[src/hdl/sexpr_lexer_nesting_check_core_assert.svh]
// Assertion macros for the S-expression tokenizer core.
`ifndef SEXPR_LEXER_NESTING_CHECK_CORE_ASSERT_SVH
`define SEXPR_LEXER_NESTING_CHECK_CORE_ASSERT_SVH

// Check a property on every rising clock edge outside reset.
`define SXLNC_ASSERT(label, prop, msg) \
   label: assert property (@(posedge clock) disable iff (reset) (prop)) else $error(msg);

// Check that a condition never holds outside reset.
`define SXLNC_ASSERT_NEVER(label, cond, msg) \
   `SXLNC_ASSERT(label, !(cond), msg)

`endif

[src/hdl/sxlnc_pkg.sv]
// Shared types, constants and helper functions for the S-expression tokenizer.
`default_nettype none

package sxlnc_pkg;

   // Defaults for the top level parameters
   localparam int MAX_DEPTH_DEFAULT = 255;
   localparam int POS_WIDTH_DEFAULT = 16;

   // Result word field widths
   localparam int FIELD_W     = 16;
   localparam int NEST_W      = 8;
   localparam logic [FIELD_W-1:0] LEN_MAX = '1;

   // Result queue depth, a power of two of at least 2
   localparam int RSP_FIFO_DEPTH = 4;

   // Characters
   localparam logic [7:0] CH_TAB     = 8'h09;
   localparam logic [7:0] CH_NEWLINE = 8'h0A;
   localparam logic [7:0] CH_CR      = 8'h0D;
   localparam logic [7:0] CH_SPACE   = 8'h20;
   localparam logic [7:0] CH_LPAREN  = 8'h28;
   localparam logic [7:0] CH_RPAREN  = 8'h29;
   localparam logic [7:0] CH_MINUS   = 8'h2D;
   localparam logic [7:0] CH_ZERO    = 8'h30;
   localparam logic [7:0] CH_NINE    = 8'h39;

   typedef enum logic {
      CMD_BYTE = 1'b0,
      CMD_END  = 1'b1
   } cmd_type;

   typedef enum logic [2:0] {
      MODE_IDLE   = 3'd0,
      MODE_NUMBER = 3'd1,
      MODE_SYMBOL = 3'd2,
      MODE_MINUS  = 3'd3,
      MODE_ERROR  = 3'd4
   } lex_mode_type;

   typedef enum logic [2:0] {
      KIND_LPAREN = 3'd0,
      KIND_RPAREN = 3'd1,
      KIND_NUMBER = 3'd2,
      KIND_SYMBOL = 3'd3,
      KIND_END    = 3'd4,
      KIND_ERROR  = 3'd5
   } token_kind_type;

   typedef enum logic [1:0] {
      ERR_NONE       = 2'd0,
      ERR_MISSING    = 2'd1,
      ERR_UNEXPECTED = 2'd2,
      ERR_DEPTH      = 2'd3
   } error_code_type;

   typedef struct packed {
      token_kind_type       token_kind;
      error_code_type       error_code;
      logic [FIELD_W-1:0]   start_line;
      logic [FIELD_W-1:0]   start_column;
      logic [FIELD_W-1:0]   token_length;
      logic [NEST_W-1:0]    nest_depth;
      logic                 last_of_run;
   } rsp_item_type;

   // Up to two result words per accepted input word, in order
   typedef struct packed {
      logic         wr0;
      logic         wr1;
      rsp_item_type item0;
      rsp_item_type item1;
   } rsp_push_type;

   typedef struct packed {
      logic not_empty;
      logic has_room;
   } fifo_status_type;

   function automatic logic is_ws(input logic [7:0] b);
      return (b == CH_SPACE) || ((b >= CH_TAB) && (b <= CH_CR));
   endfunction

   function automatic logic is_digit(input logic [7:0] b);
      return (b >= CH_ZERO) && (b <= CH_NINE);
   endfunction

   function automatic logic [FIELD_W-1:0] sat_field(input logic [31:0] v);
      return (v > 32'(LEN_MAX)) ? LEN_MAX : v[FIELD_W-1:0];
   endfunction

   function automatic logic [NEST_W-1:0] sat_nest(input logic [31:0] v);
      logic [NEST_W-1:0] lim;
      lim = '1;
      return (v > 32'(lim)) ? lim : v[NEST_W-1:0];
   endfunction

   function automatic rsp_item_type make_item(
      input token_kind_type     kind,
      input error_code_type     err,
      input logic [31:0]        ln,
      input logic [31:0]        col,
      input logic [FIELD_W-1:0] len,
      input logic [31:0]        depth
   );
      rsp_item_type r;
      r.token_kind   = kind;
      r.error_code   = err;
      r.start_line   = sat_field(ln);
      r.start_column = sat_field(col);
      r.token_length = len;
      r.nest_depth   = sat_nest(depth);
      r.last_of_run  = 1'b0;
      return r;
   endfunction

endpackage

`default_nettype wire

[src/hdl/sxlnc_lexer.sv]
// Lexer state registers and combinational next-state and result logic.
`default_nettype none

module sxlnc_lexer #(
   parameter int MAX_DEPTH = sxlnc_pkg::MAX_DEPTH_DEFAULT,
   parameter int POS_WIDTH = sxlnc_pkg::POS_WIDTH_DEFAULT
) (
   input  logic                  clock,
   input  logic                  reset,
   input  logic                  word_take,
   input  logic                  cmd,
   input  logic [7:0]            text_byte,
   output sxlnc_pkg::rsp_push_type push
);

   localparam int DEPTH_W = $clog2(MAX_DEPTH + 1);
   localparam logic [DEPTH_W-1:0]   DEPTH_LIMIT = DEPTH_W'(MAX_DEPTH);
   localparam logic [DEPTH_W-1:0]   DEPTH_ONE   = DEPTH_W'(1);
   localparam logic [POS_WIDTH-1:0] POS_MAX     = '1;
   localparam logic [POS_WIDTH-1:0] POS_ONE     = POS_WIDTH'(1);
   localparam logic [sxlnc_pkg::FIELD_W-1:0] LEN_ONE = sxlnc_pkg::FIELD_W'(1);
   localparam logic [sxlnc_pkg::FIELD_W-1:0] LEN_TWO = sxlnc_pkg::FIELD_W'(2);

   sxlnc_pkg::lex_mode_type          mode_ff, mode_in;
   logic [POS_WIDTH-1:0]             line_ff, line_in;
   logic [POS_WIDTH-1:0]             col_ff, col_in;
   logic [POS_WIDTH-1:0]             tsl_ff, tsl_in;
   logic [POS_WIDTH-1:0]             tsc_ff, tsc_in;
   logic [sxlnc_pkg::FIELD_W-1:0]    plen_ff, plen_in;
   logic [DEPTH_W-1:0]               depth_ff, depth_in;

   logic [POS_WIDTH-1:0]             step_line, step_col;
   logic [sxlnc_pkg::FIELD_W-1:0]    plen_inc;
   logic                             b_digit, b_ws, b_delim;
   logic                             flush, fresh, b_valid;
   sxlnc_pkg::rsp_item_type          item_a, item_b;

   always_ff @(posedge clock) begin
      if (reset) begin
         mode_ff  <= sxlnc_pkg::MODE_IDLE;
         line_ff  <= POS_ONE;
         col_ff   <= POS_ONE;
         tsl_ff   <= POS_ONE;
         tsc_ff   <= POS_ONE;
         plen_ff  <= '0;
         depth_ff <= '0;
      end else begin
         mode_ff  <= mode_in;
         line_ff  <= line_in;
         col_ff   <= col_in;
         tsl_ff   <= tsl_in;
         tsc_ff   <= tsc_in;
         plen_ff  <= plen_in;
         depth_ff <= depth_in;
      end
   end

   // Position after this byte; a pending flush never moves it
   always_comb begin
      if (text_byte == sxlnc_pkg::CH_NEWLINE) begin
         step_line = (line_ff < POS_MAX) ? line_ff + POS_ONE : line_ff;
         step_col  = POS_ONE;
      end else begin
         step_line = line_ff;
         step_col  = (col_ff < POS_MAX) ? col_ff + POS_ONE : col_ff;
      end
   end

   assign plen_inc = (plen_ff != sxlnc_pkg::LEN_MAX) ? plen_ff + LEN_ONE : plen_ff;
   assign b_digit  = sxlnc_pkg::is_digit(text_byte);
   assign b_ws     = sxlnc_pkg::is_ws(text_byte);
   assign b_delim  = b_ws || (text_byte == sxlnc_pkg::CH_LPAREN) ||
                     (text_byte == sxlnc_pkg::CH_RPAREN);

   always_comb begin
      mode_in  = mode_ff;
      line_in  = line_ff;
      col_in   = col_ff;
      tsl_in   = tsl_ff;
      tsc_in   = tsc_ff;
      plen_in  = plen_ff;
      depth_in = depth_ff;
      flush    = 1'b0;
      fresh    = 1'b0;
      b_valid  = 1'b0;
      item_a   = sxlnc_pkg::make_item(
                    (mode_ff == sxlnc_pkg::MODE_NUMBER) ? sxlnc_pkg::KIND_NUMBER
                                                        : sxlnc_pkg::KIND_SYMBOL,
                    sxlnc_pkg::ERR_NONE, 32'(tsl_ff), 32'(tsc_ff), plen_ff,
                    32'(depth_ff));
      item_b   = sxlnc_pkg::make_item(sxlnc_pkg::KIND_END, sxlnc_pkg::ERR_NONE,
                    32'(line_ff), 32'(col_ff), '0, 32'(depth_ff));

      if (word_take) begin
         if (cmd == sxlnc_pkg::CMD_END) begin
            // End of stream: flush, report, then return to the reset state
            b_valid = 1'b1;
            if (mode_ff != sxlnc_pkg::MODE_ERROR) begin
               flush = (mode_ff != sxlnc_pkg::MODE_IDLE);
               if (depth_ff != '0) begin
                  item_b = sxlnc_pkg::make_item(sxlnc_pkg::KIND_ERROR,
                              sxlnc_pkg::ERR_MISSING, 32'(line_ff), 32'(col_ff), '0,
                              32'(depth_ff));
               end
            end
            mode_in  = sxlnc_pkg::MODE_IDLE;
            line_in  = POS_ONE;
            col_in   = POS_ONE;
            tsl_in   = POS_ONE;
            tsc_in   = POS_ONE;
            plen_in  = '0;
            depth_in = '0;
         end else begin
            unique case (mode_ff)
               sxlnc_pkg::MODE_ERROR: begin
               end
               sxlnc_pkg::MODE_IDLE: begin
                  fresh = 1'b1;
               end
               sxlnc_pkg::MODE_MINUS: begin
                  if (b_digit) begin
                     mode_in = sxlnc_pkg::MODE_NUMBER;
                     plen_in = LEN_TWO;
                     line_in = step_line;
                     col_in  = step_col;
                  end else if (b_delim) begin
                     flush = 1'b1;
                     fresh = 1'b1;
                  end else begin
                     mode_in = sxlnc_pkg::MODE_SYMBOL;
                     plen_in = plen_inc;
                     line_in = step_line;
                     col_in  = step_col;
                  end
               end
               sxlnc_pkg::MODE_SYMBOL: begin
                  if (b_delim) begin
                     flush = 1'b1;
                     fresh = 1'b1;
                  end else begin
                     plen_in = plen_inc;
                     line_in = step_line;
                     col_in  = step_col;
                  end
               end
               sxlnc_pkg::MODE_NUMBER: begin
                  if (b_digit) begin
                     plen_in = plen_inc;
                     line_in = step_line;
                     col_in  = step_col;
                  end else begin
                     flush = 1'b1;
                     fresh = 1'b1;
                  end
               end
               default: begin
               end
            endcase

            // Start on this byte with no token pending
            if (fresh) begin
               mode_in = sxlnc_pkg::MODE_IDLE;
               priority if (b_ws) begin
                  line_in = step_line;
                  col_in  = step_col;
               end else if (text_byte == sxlnc_pkg::CH_LPAREN) begin
                  b_valid = 1'b1;
                  if (depth_ff >= DEPTH_LIMIT) begin
                     mode_in = sxlnc_pkg::MODE_ERROR;
                     item_b  = sxlnc_pkg::make_item(sxlnc_pkg::KIND_ERROR,
                                  sxlnc_pkg::ERR_DEPTH, 32'(line_ff), 32'(col_ff), '0,
                                  32'(depth_ff));
                  end else begin
                     depth_in = depth_ff + DEPTH_ONE;
                     item_b   = sxlnc_pkg::make_item(sxlnc_pkg::KIND_LPAREN,
                                   sxlnc_pkg::ERR_NONE, 32'(line_ff), 32'(col_ff), '0,
                                   32'(depth_ff + DEPTH_ONE));
                     line_in  = step_line;
                     col_in   = step_col;
                  end
               end else if (text_byte == sxlnc_pkg::CH_RPAREN) begin
                  b_valid = 1'b1;
                  if (depth_ff == '0) begin
                     mode_in = sxlnc_pkg::MODE_ERROR;
                     item_b  = sxlnc_pkg::make_item(sxlnc_pkg::KIND_ERROR,
                                  sxlnc_pkg::ERR_UNEXPECTED, 32'(line_ff), 32'(col_ff),
                                  '0, 32'(depth_ff));
                  end else begin
                     depth_in = depth_ff - DEPTH_ONE;
                     item_b   = sxlnc_pkg::make_item(sxlnc_pkg::KIND_RPAREN,
                                   sxlnc_pkg::ERR_NONE, 32'(line_ff), 32'(col_ff), '0,
                                   32'(depth_ff - DEPTH_ONE));
                     line_in  = step_line;
                     col_in   = step_col;
                  end
               end else begin
                  tsl_in  = line_ff;
                  tsc_in  = col_ff;
                  plen_in = LEN_ONE;
                  line_in = step_line;
                  col_in  = step_col;
                  if (b_digit) begin
                     mode_in = sxlnc_pkg::MODE_NUMBER;
                  end else if (text_byte == sxlnc_pkg::CH_MINUS) begin
                     mode_in = sxlnc_pkg::MODE_MINUS;
                  end else begin
                     mode_in = sxlnc_pkg::MODE_SYMBOL;
                  end
               end
            end
         end
      end

      // Pack results in order: flushed token first
      push.wr0   = flush || b_valid;
      push.wr1   = flush && b_valid;
      push.item0 = flush ? item_a : item_b;
      push.item0.last_of_run = !(flush && b_valid);
      push.item1 = item_b;
      push.item1.last_of_run = 1'b1;
   end

endmodule

`default_nettype wire

[src/hdl/sxlnc_rsp_fifo.sv]
// Result queue taking up to two words per cycle and giving one.
`default_nettype none

module sxlnc_rsp_fifo (
   input  logic                        clock,
   input  logic                        reset,
   input  sxlnc_pkg::rsp_push_type     push,
   input  logic                        pop,
   output sxlnc_pkg::rsp_item_type     head,
   output sxlnc_pkg::fifo_status_type  status
);

   localparam int DEPTH = sxlnc_pkg::RSP_FIFO_DEPTH;
   localparam int PTR_W = $clog2(DEPTH);
   localparam int CNT_W = $clog2(DEPTH + 1);

   sxlnc_pkg::rsp_item_type mem_ff [DEPTH];
   logic [PTR_W-1:0] wr_ptr_ff, wr_ptr_in;
   logic [PTR_W-1:0] rd_ptr_ff, rd_ptr_in;
   logic [CNT_W-1:0] count_ff, count_in;

   assign wr_ptr_in = wr_ptr_ff + PTR_W'(push.wr0) + PTR_W'(push.wr1);
   assign rd_ptr_in = rd_ptr_ff + PTR_W'(pop);
   assign count_in  = count_ff + CNT_W'(push.wr0) + CNT_W'(push.wr1) - CNT_W'(pop);

   always_ff @(posedge clock) begin
      if (reset) begin
         wr_ptr_ff <= '0;
         rd_ptr_ff <= '0;
         count_ff  <= '0;
      end else begin
         wr_ptr_ff <= wr_ptr_in;
         rd_ptr_ff <= rd_ptr_in;
         count_ff  <= count_in;
      end
   end

   always_ff @(posedge clock) begin
      if (push.wr0) begin
         mem_ff[wr_ptr_ff] <= push.item0;
      end
      if (push.wr1) begin
         mem_ff[wr_ptr_ff + PTR_W'(1)] <= push.item1;
      end
   end

   assign head             = mem_ff[rd_ptr_ff];
   assign status.not_empty = (count_ff != '0);
   // Room for the worst case of two words from one input word
   assign status.has_room  = (count_ff <= CNT_W'(DEPTH - 2));

endmodule

`default_nettype wire

[src/hdl/sexpr_lexer_nesting_check_core.sv]
// Top level of the S-expression tokenizer with nesting check.
//
//   channel | ports                              | direction | word
//   --------+------------------------------------+-----------+-----------------------------
//   req     | req_valid/req_ready, req_cmd, ...  | in        | one text byte or end mark
//   rsp     | rsp_valid/rsp_ready, rsp_token_... | out       | one token, end or error
//
// When an input word is taken, the lexer state updates and its zero, one or
// two result words land in a four-entry result queue on the same edge; when
// the queue was empty, the first of them shows on rsp the next cycle.
// A word is taken whenever the queue has room for two results, so with the
// result side ready the block takes one word every cycle while words yield at
// most one result; words that yield two results fill the queue faster than
// its single read port drains it, and a burst of them drops req_ready once
// the queue holds three words.
// Reset is synchronous and active high; it returns the lexer to line 1,
// column 1, depth 0, and empties the queue. A stall on rsp fills the queue to
// three words or more and so drops req_ready until a slot pair frees.
`default_nettype none

module sexpr_lexer_nesting_check_core #(
   parameter int MAX_DEPTH = sxlnc_pkg::MAX_DEPTH_DEFAULT,
   parameter int POS_WIDTH = sxlnc_pkg::POS_WIDTH_DEFAULT
) (
   input  logic        clock,
   input  logic        reset,

   input  logic        req_valid,
   output logic        req_ready,
   input  logic        req_cmd,
   input  logic [7:0]  req_text_byte,

   output logic        rsp_valid,
   input  logic        rsp_ready,
   output logic [2:0]  rsp_token_kind,
   output logic [1:0]  rsp_error_code,
   output logic [15:0] rsp_start_line,
   output logic [15:0] rsp_start_column,
   output logic [15:0] rsp_token_length,
   output logic [7:0]  rsp_nest_depth,
   output logic        rsp_last_of_run
);

`include "sexpr_lexer_nesting_check_core_assert.svh"

   sxlnc_pkg::rsp_push_type    push;
   sxlnc_pkg::rsp_item_type    head;
   sxlnc_pkg::fifo_status_type fifo_status;
   logic                       req_take;
   logic                       rsp_take;

   // Take a word only when both possible results fit
   assign req_ready = fifo_status.has_room;
   assign req_take  = req_valid && req_ready;
   assign rsp_valid = fifo_status.not_empty;
   assign rsp_take  = rsp_valid && rsp_ready;

   sxlnc_lexer #(
      .MAX_DEPTH (MAX_DEPTH),
      .POS_WIDTH (POS_WIDTH)
   ) u_lexer (
      .clock     (clock),
      .reset     (reset),
      .word_take (req_take),
      .cmd       (req_cmd),
      .text_byte (req_text_byte),
      .push      (push)
   );

   sxlnc_rsp_fifo u_rsp_fifo (
      .clock  (clock),
      .reset  (reset),
      .push   (push),
      .pop    (rsp_take),
      .head   (head),
      .status (fifo_status)
   );

   // Unpack the head of the queue onto the result ports
   assign rsp_token_kind   = head.token_kind;
   assign rsp_error_code   = head.error_code;
   assign rsp_start_line   = head.start_line;
   assign rsp_start_column = head.start_column;
   assign rsp_token_length = head.token_length;
   assign rsp_nest_depth   = head.nest_depth;
   assign rsp_last_of_run  = head.last_of_run;

   // An empty queue always has room for the next input word
   `SXLNC_ASSERT_NEVER(a_empty_blocks_req, !rsp_valid && !req_ready, "req stalled with empty queue")

   // Error kind and nonzero error code always travel together
   `SXLNC_ASSERT(a_err_code_match, rsp_valid |-> ((rsp_token_kind == sxlnc_pkg::KIND_ERROR) == (rsp_error_code != sxlnc_pkg::ERR_NONE)), "error code does not match kind")

   // End results and missing-paren errors close the run of their input word
   `SXLNC_ASSERT(a_end_is_last, (rsp_valid && (rsp_token_kind == sxlnc_pkg::KIND_END || rsp_error_code == sxlnc_pkg::ERR_MISSING)) |-> rsp_last_of_run, "end result not last of run")

   // A taken word that yields a result shows a valid result next cycle
   `SXLNC_ASSERT(a_push_shows, (push.wr0) |=> rsp_valid, "pushed result not visible")

endmodule

`default_nettype wire
[config.mk]
export PLATFORM = sky130hd
export DESIGN_NAME = sexpr_lexer_nesting_check_core
export DESIGN_NICKNAME = d
export VERILOG_FILES = /design/src/hdl/sxlnc_pkg.sv /design/src/hdl/sxlnc_lexer.sv /design/src/hdl/sxlnc_rsp_fifo.sv /design/src/hdl/sexpr_lexer_nesting_check_core.sv
export VERILOG_INCLUDE_DIRS = /design/src /design/src/hdl
export SDC_FILE = /design/constraint.sdc
export NUM_CORES = 1
export LEC_CHECK = 0
export BUFFER_PORTS_ARGS = -buffer_cell sky130_fd_sc_hd__buf_2
export CORE_UTILIZATION = 28
export CTS_BUF_LIST = sky130_fd_sc_hd__clkbuf_2
export DETAILED_ROUTE_END_ITERATION = 16
export SYNTH_ARGS = -nofsm -noshare
export SYNTH_HDL_FRONTEND = slang
export SYNTH_SLANG_ARGS = --single-unit
[constraint.sdc]
create_clock -name clock -period 5.9 [get_ports clock]
set_input_delay 1.18 -clock clock [delete_from_list [all_inputs] [get_ports clock]]
set_output_delay 1.18 -clock clock [all_outputs]
set_load 0.05 [all_outputs]
# Word-level counts from Yosys, hierarchy flattened

Memory sizes are Yosys's and may differ from the RTL's. A register that Yosys moved wholly into a read port is not among the register bits.
Cells that the tools add are included.

Output and inout bits: 64
Input port bits: 13
Register bits after elaboration: 98
Memories kept: 1
Bits in read-only memories: 0
Logic and storage cells: 172
Bits in writable memories: 248
Latch bits: 0

Equality and inequality tests: 16
$mul: 0
Divide/modulo/power cells: 0
Add/subtract/negate cells: 14
Shift-type cells: 0
Bitwise logic cells: 0
$lt $le $gt $ge: 10
Multiplexer cells: 100
Reduce and logical (&&, ||, !) cells: 21

Memory list:

| name              | depth | width | rd ports | clocked after memory_dff | write ports | RTL line             | text |
|---|---|---|---|---|---|---|---|
| u_rsp_fifo.mem_ff | 4     | 62    | 1        | 1                        | 2           | sxlnc_rsp_fifo.sv:17 | `sxlnc_pkg::rsp_item_type mem_ff [DEPTH];` |

Operators by type and width:

| operator              | number |
|---|---|
| $mux 16               | 43 |
| $mux 62               | 10 |
| $pmux 16 s3           | 3 |
| $mux 8                | 9 |
| $gt 32x8->1 const B   | 2 |
| $mux 60               | 1 |
| $add 16x1->16 const B | 3 |
| $mux 3                | 11 |
| $eq 8x6->1 const B    | 4 |
| $lt 16x16->1 const B  | 2 |
| $mux 1                | 20 |
| $ne 16x16->1 const B  | 1 |
| $reduce_bool 3->1     | 4 |
| $add 8x1->9 const B   | 1 |
| $sub 8x1->9 const B   | 1 |
| $add 8x1->8 const B   | 1 |
| $eq 8x4->1 const B    | 1 |
| $ge 8x4->1 const B    | 1 |
| $ge 8x6->1 const B    | 1 |
| $ge 8x8->1 const B    | 1 |
| $le 8x4->1 const B    | 1 |
| $le 8x6->1 const B    | 1 |
| $logic_not 8->1       | 1 |
| $reduce_bool 8->1     | 1 |
| other kinds (23)      | 37 |

# Longest topological paths before layout

Depth in word-level cells: 17
Depth in mapped cells: 13
Depth with buffers taken out: 11

# Cells and area by module

From an unflattened synthesis, not the netlist that was laid out.

Cell total of the unflattened synthesis: 1637
Area total of the unflattened synthesis: 19791.5 um2

Modules (own cells, without submodules):

| module                         | instances | sequential area each (um2) | cells each | area an instance (um2) |
|---|---|---|---|---|
| sxlnc_rsp_fifo                 | 1         | 7587.3                     | 642        | 12598.3 |
| sxlnc_lexer                    | 1         | 1821.7                     | 993        | 7180.6 |
| sexpr_lexer_nesting_check_core | 1         | 0.0                        | 2          | 12.5 |

# Least setup slack after synthesis

OpenSTA, ideal clock, no wires.

Path kind: input -> register
From: input port req_text_byte[4]
To: memory u_rsp_fifo.mem_ff[1][1] in the netlist's numbering (enable)
Buffers on the path: 3
Slack: 1.247 ns
Data arrival time: 4.254 ns
Setup time: 0.398 ns
Cell stages on the path: 10
Data required time: 5.502 ns
Cells stage by stage: or4_1 a2111o_1 buf_2 a311o_4 a21oi_4 nand2_1 a21o_1 buf_2 buf_6 inv_1

RTL lines:

| item        | RTL line                             | text |
|---|---|---|
| from (decl) | sexpr_lexer_nesting_check_core.sv:31 | `input logic [7:0] req_text_byte,` |
| to (decl)   | sxlnc_rsp_fifo.sv:17                 |  |

==> results.json <==
{
  "synth-edff-count": 176,
  "rsz0062_at_grt": "false",
  "synth_ff_type": "edfxtp_1",
  "clock-sinks": 346,
  "clock_latency_ps": 1000,
  "synth_top_family_by_area": "compound AO/OA/AOI/OAI gates",
  "synth-compound-area-share_pct": 23.7,
  "multiInputGateArea_um2": 7720,
  "antenna_found_initial": 2,
  "ys_async_sr_fraction_pct": 0,
  "postCtsHoldBufs": 0,
  "path_class": "register to output pin",
  "rr_worst_depth": 9,
  "holdWs_ps": 473,
  "min_period_ps": 4280,
  "grt_usage_pct": 16.9,
  "drt_first_pass_iters": 5,
  "cp_max_fo": 47,
  "die_y_um": 249,
  "cap_violations": 0,
  "nets": 1587,
  "place_hpwl_um": 34000,
  "dieArea_um2": 62200,
  "route.detailed.drc": 0,
  "grt_pass1_vias": 13700,
  "synth_adder_area_share_pct": 1.49,
  "synth.area.mux_share_pct": 8.45,
  "root_buffer": "clkbuf_2",
  "min-delay-start": "u_rsp_fifo.mem_ff[3][60]",
  "wl_per_cell_um": 22.1,
  "start_util_pct": 28.4,
  "grt_pass1_wl_um": 81800,
  "drt-total-wl_um": 53300,
  "grt-ovfl-total": 0,
  "syn_avg_cell_area_um2": 11.3,
  "min_path_type": "register to register",
  "skew_ps": 50.0,
  "cts_setup_buffers": 0,
  "antenna_left": 0,
  "cp-end-kind": "output pin",
  "ys.warnings.count": 0,
  "worstPathRequired_ps": 4720,
  "core_um2": 60500,
  "grt_max_degree": 57,
  "drtIter0Drc": 1211,
  "powerDensity_nw_per_um2": 330,
  "crit_path_start_kind": "register",
  "cts_htree_levels": 3,
  "synth_xor_area_share_pct": 0.409,
  "ios": 77,
  "min_period_over_period_pct": 72.5,
  "synthCells": 1512,
  "die_x_um": 249,
  "synth_simple_gate_area_share_pct": 10.7,
  "crit_arrival_ps": 3100,
  "area_delta_synth_final_pct": 10.7,
  "place.gp.congestion": 0.888,
  "timing.rr.start": "u_lexer.mode_ff[2]",
  "synth_cell_types": 83,
  "cts_tree": "done",
  "fin_setup_tns_ps": 0,
  "setup_viol": 0,
  "peakVddDrop_mv": 0.207,
  "final_layout_size_suffix_gt1_share_pct": 21.8,
  "post_drt_via_cell_ratio": 5.66,
  "max_freq_ghz": 0.234,
  "leakagePower_uw": 0.00646,
  "io_buffer_count": 76,
  "ys_ff_latch": 346,
  "fillers": 6082,
  "fp-row-count": 90,
  "reg2reg_slack_ps": 2060,
  "clockBufferDepth": 3,
  "finalHoldViolations": 0,
  "status": "complete, no violations",
  "r2r-end": "u_rsp_fifo.mem_ff[3][55]",
  "clk_pin_slew_worst_paths_ps": 100,
  "numCtsBuffers": 88,
  "via_count": 13600,
  "relSlewSlack_pct": 20.6,
  "tightest_slew_ps": 1190,
  "syn-num-nets": 1543,
  "ff_latch_area_um2": 8700,
  "yosysSeqAreaShare_pct": 50.7,
  "holdPathStages": 1,
  "slew_violations": 0,
  "hold_end": "u_rsp_fifo.mem_ff[3][60]",
  "utilization_pct": 31.4,
  "synth_area_um2": 17100,
  "cts_resized": 0
}
[cell type report]
cell class | count | area share [%]
well taps | 782 | 5.15
multi-input cells | 984 | 40.7
repair buffers | 112 | 3.76
flip-flops and latches | 346 | 45.8
diodes | 2 | 0.0264
clock inverters | 27 | 0.652
clock buffers | 132 | 3.48
inverters | 24 | 0.474
[layer usage]
| metal | vias up | global-route usage [%] | part of all wire (%) |
|---|---|---|---|
| li1 | 6133 | - | - |
| met1 | 6804 | 21.4 | 42 |
| met2 | 593 | 28.0 | 48 |
| met3 | 112 | 3.05 | 6.7 |
| met4 | 0 | 7.65 | 3.3 |
| met5 | - | 0 | 0 |
[per-stage QoR]
stage | cells | cell area [um2] | worst slack, ps | power [uW]
final | 2409 | 19000 | 1620 | 6270
after global routing | 2408 | 19000 | 1340 | 6580
after CTS | 2407 | 19000 | 1410 | 6350
after detailed placement | 2248 | 18200 | 860 | 4730
after global placement | 2248 | 18200 | 957 | 4720
after floorplan | 1512 | 17100 | 1250 | 4190
[cells in the final DEF (no fill, tap or decap), types with 10 or more instances in the layout]
cell type	instances
a22o_1	244
edfxtp_1	176
dfxtp_1	168
clkbuf_2	132
o21ai_0	84
nor2_1	78
buf_2	76
a21oi_1	73
nand2_1	72
mux4_2	62
nand3_1	34
nor3_1	31
buf_4	31
nand4_1	21
a31oi_1	21
and3_1	20
clkinv_1	19
inv_1	17
o31ai_1	14
ha_1	14
nor4_1	12
nor2b_1	10
nand2b_1	10
a311oi_1	10
[how the worst max path moves through the flow]
stage | startpoint | to | cells after the start
after floorplan | req_text_byte[4] | u_rsp_fifo.mem_ff[1][1] | 10
after global routing | u_rsp_fifo.rd_ptr_ff[0] | rsp_token_length[4] | 3
after global placement | req_text_byte[4] | u_rsp_fifo.mem_ff[0][31] | 9
final | u_rsp_fifo.rd_ptr_ff[0] | rsp_token_length[3] | 3
after CTS | u_rsp_fifo.rd_ptr_ff[0] | rsp_token_length[4] | 3
after detailed placement | req_text_byte[2] | u_rsp_fifo.mem_ff[3][46] | 11
[logic make-up after synthesis]
logic type,count (synthesis)
multiplexers,67
adder cells (fa/ha/maj),18
XOR/XNOR,8
buffers and inverters,182
AO/OA/AOI/OAI,538
AND/OR/NAND/NOR,353
flip-flops,346
[critical path, cell delays in order (launching register included)]
cell	delay, ps
dfxtp_4	1030
buf_4	430
mux4_2	410
buf_2	240
[Yosys cell counts, types with 12 or more instances]
master    number  area share (%)
buf_2         24            0.70
edfxtp_1     176              31
a22o_1       244              12
nor2_1        83             1.8
and3_1        20            0.73
nor3_1        31            0.90
a21oi_1       73             2.1
nand2_1       72             1.6
dfxtp_1      170              20
o21ai_0       84             2.5
clkbuf_1     105             2.3
o31ai_1       14            0.61
inv_1         20            0.44
mux4_2        62             8.1
ha_1          14             1.0
a31oi_1       21            0.77
nand4_1       21            0.77
nor4_1        12            0.44
buf_1         14            0.31
nand3_1       34            0.99
[power by group]
part	switching, uW	internal, uW	leakage (uW)
Combinational	1240	554	0.00294
Sequential	196	2650	0.00291
Clock	1020	603	0.000608
[registers in the layout (all words and copies together), names as in the netlist]
signal / flops
u_rsp_fifo.count_ff: 3
u_rsp_fifo.rd_ptr_ff: 2
u_rsp_fifo.wr_ptr_ff: 2
u_lexer.depth_ff: 8
u_lexer.tsl_ff: 16
u_lexer.tsc_ff: 16
u_lexer.plen_ff: 16
u_rsp_fifo.mem_ff: 248
u_lexer.mode_ff: 3
u_lexer.col_ff: 16
u_lexer.line_ff: 16
(Power assumes the default switching activity.)
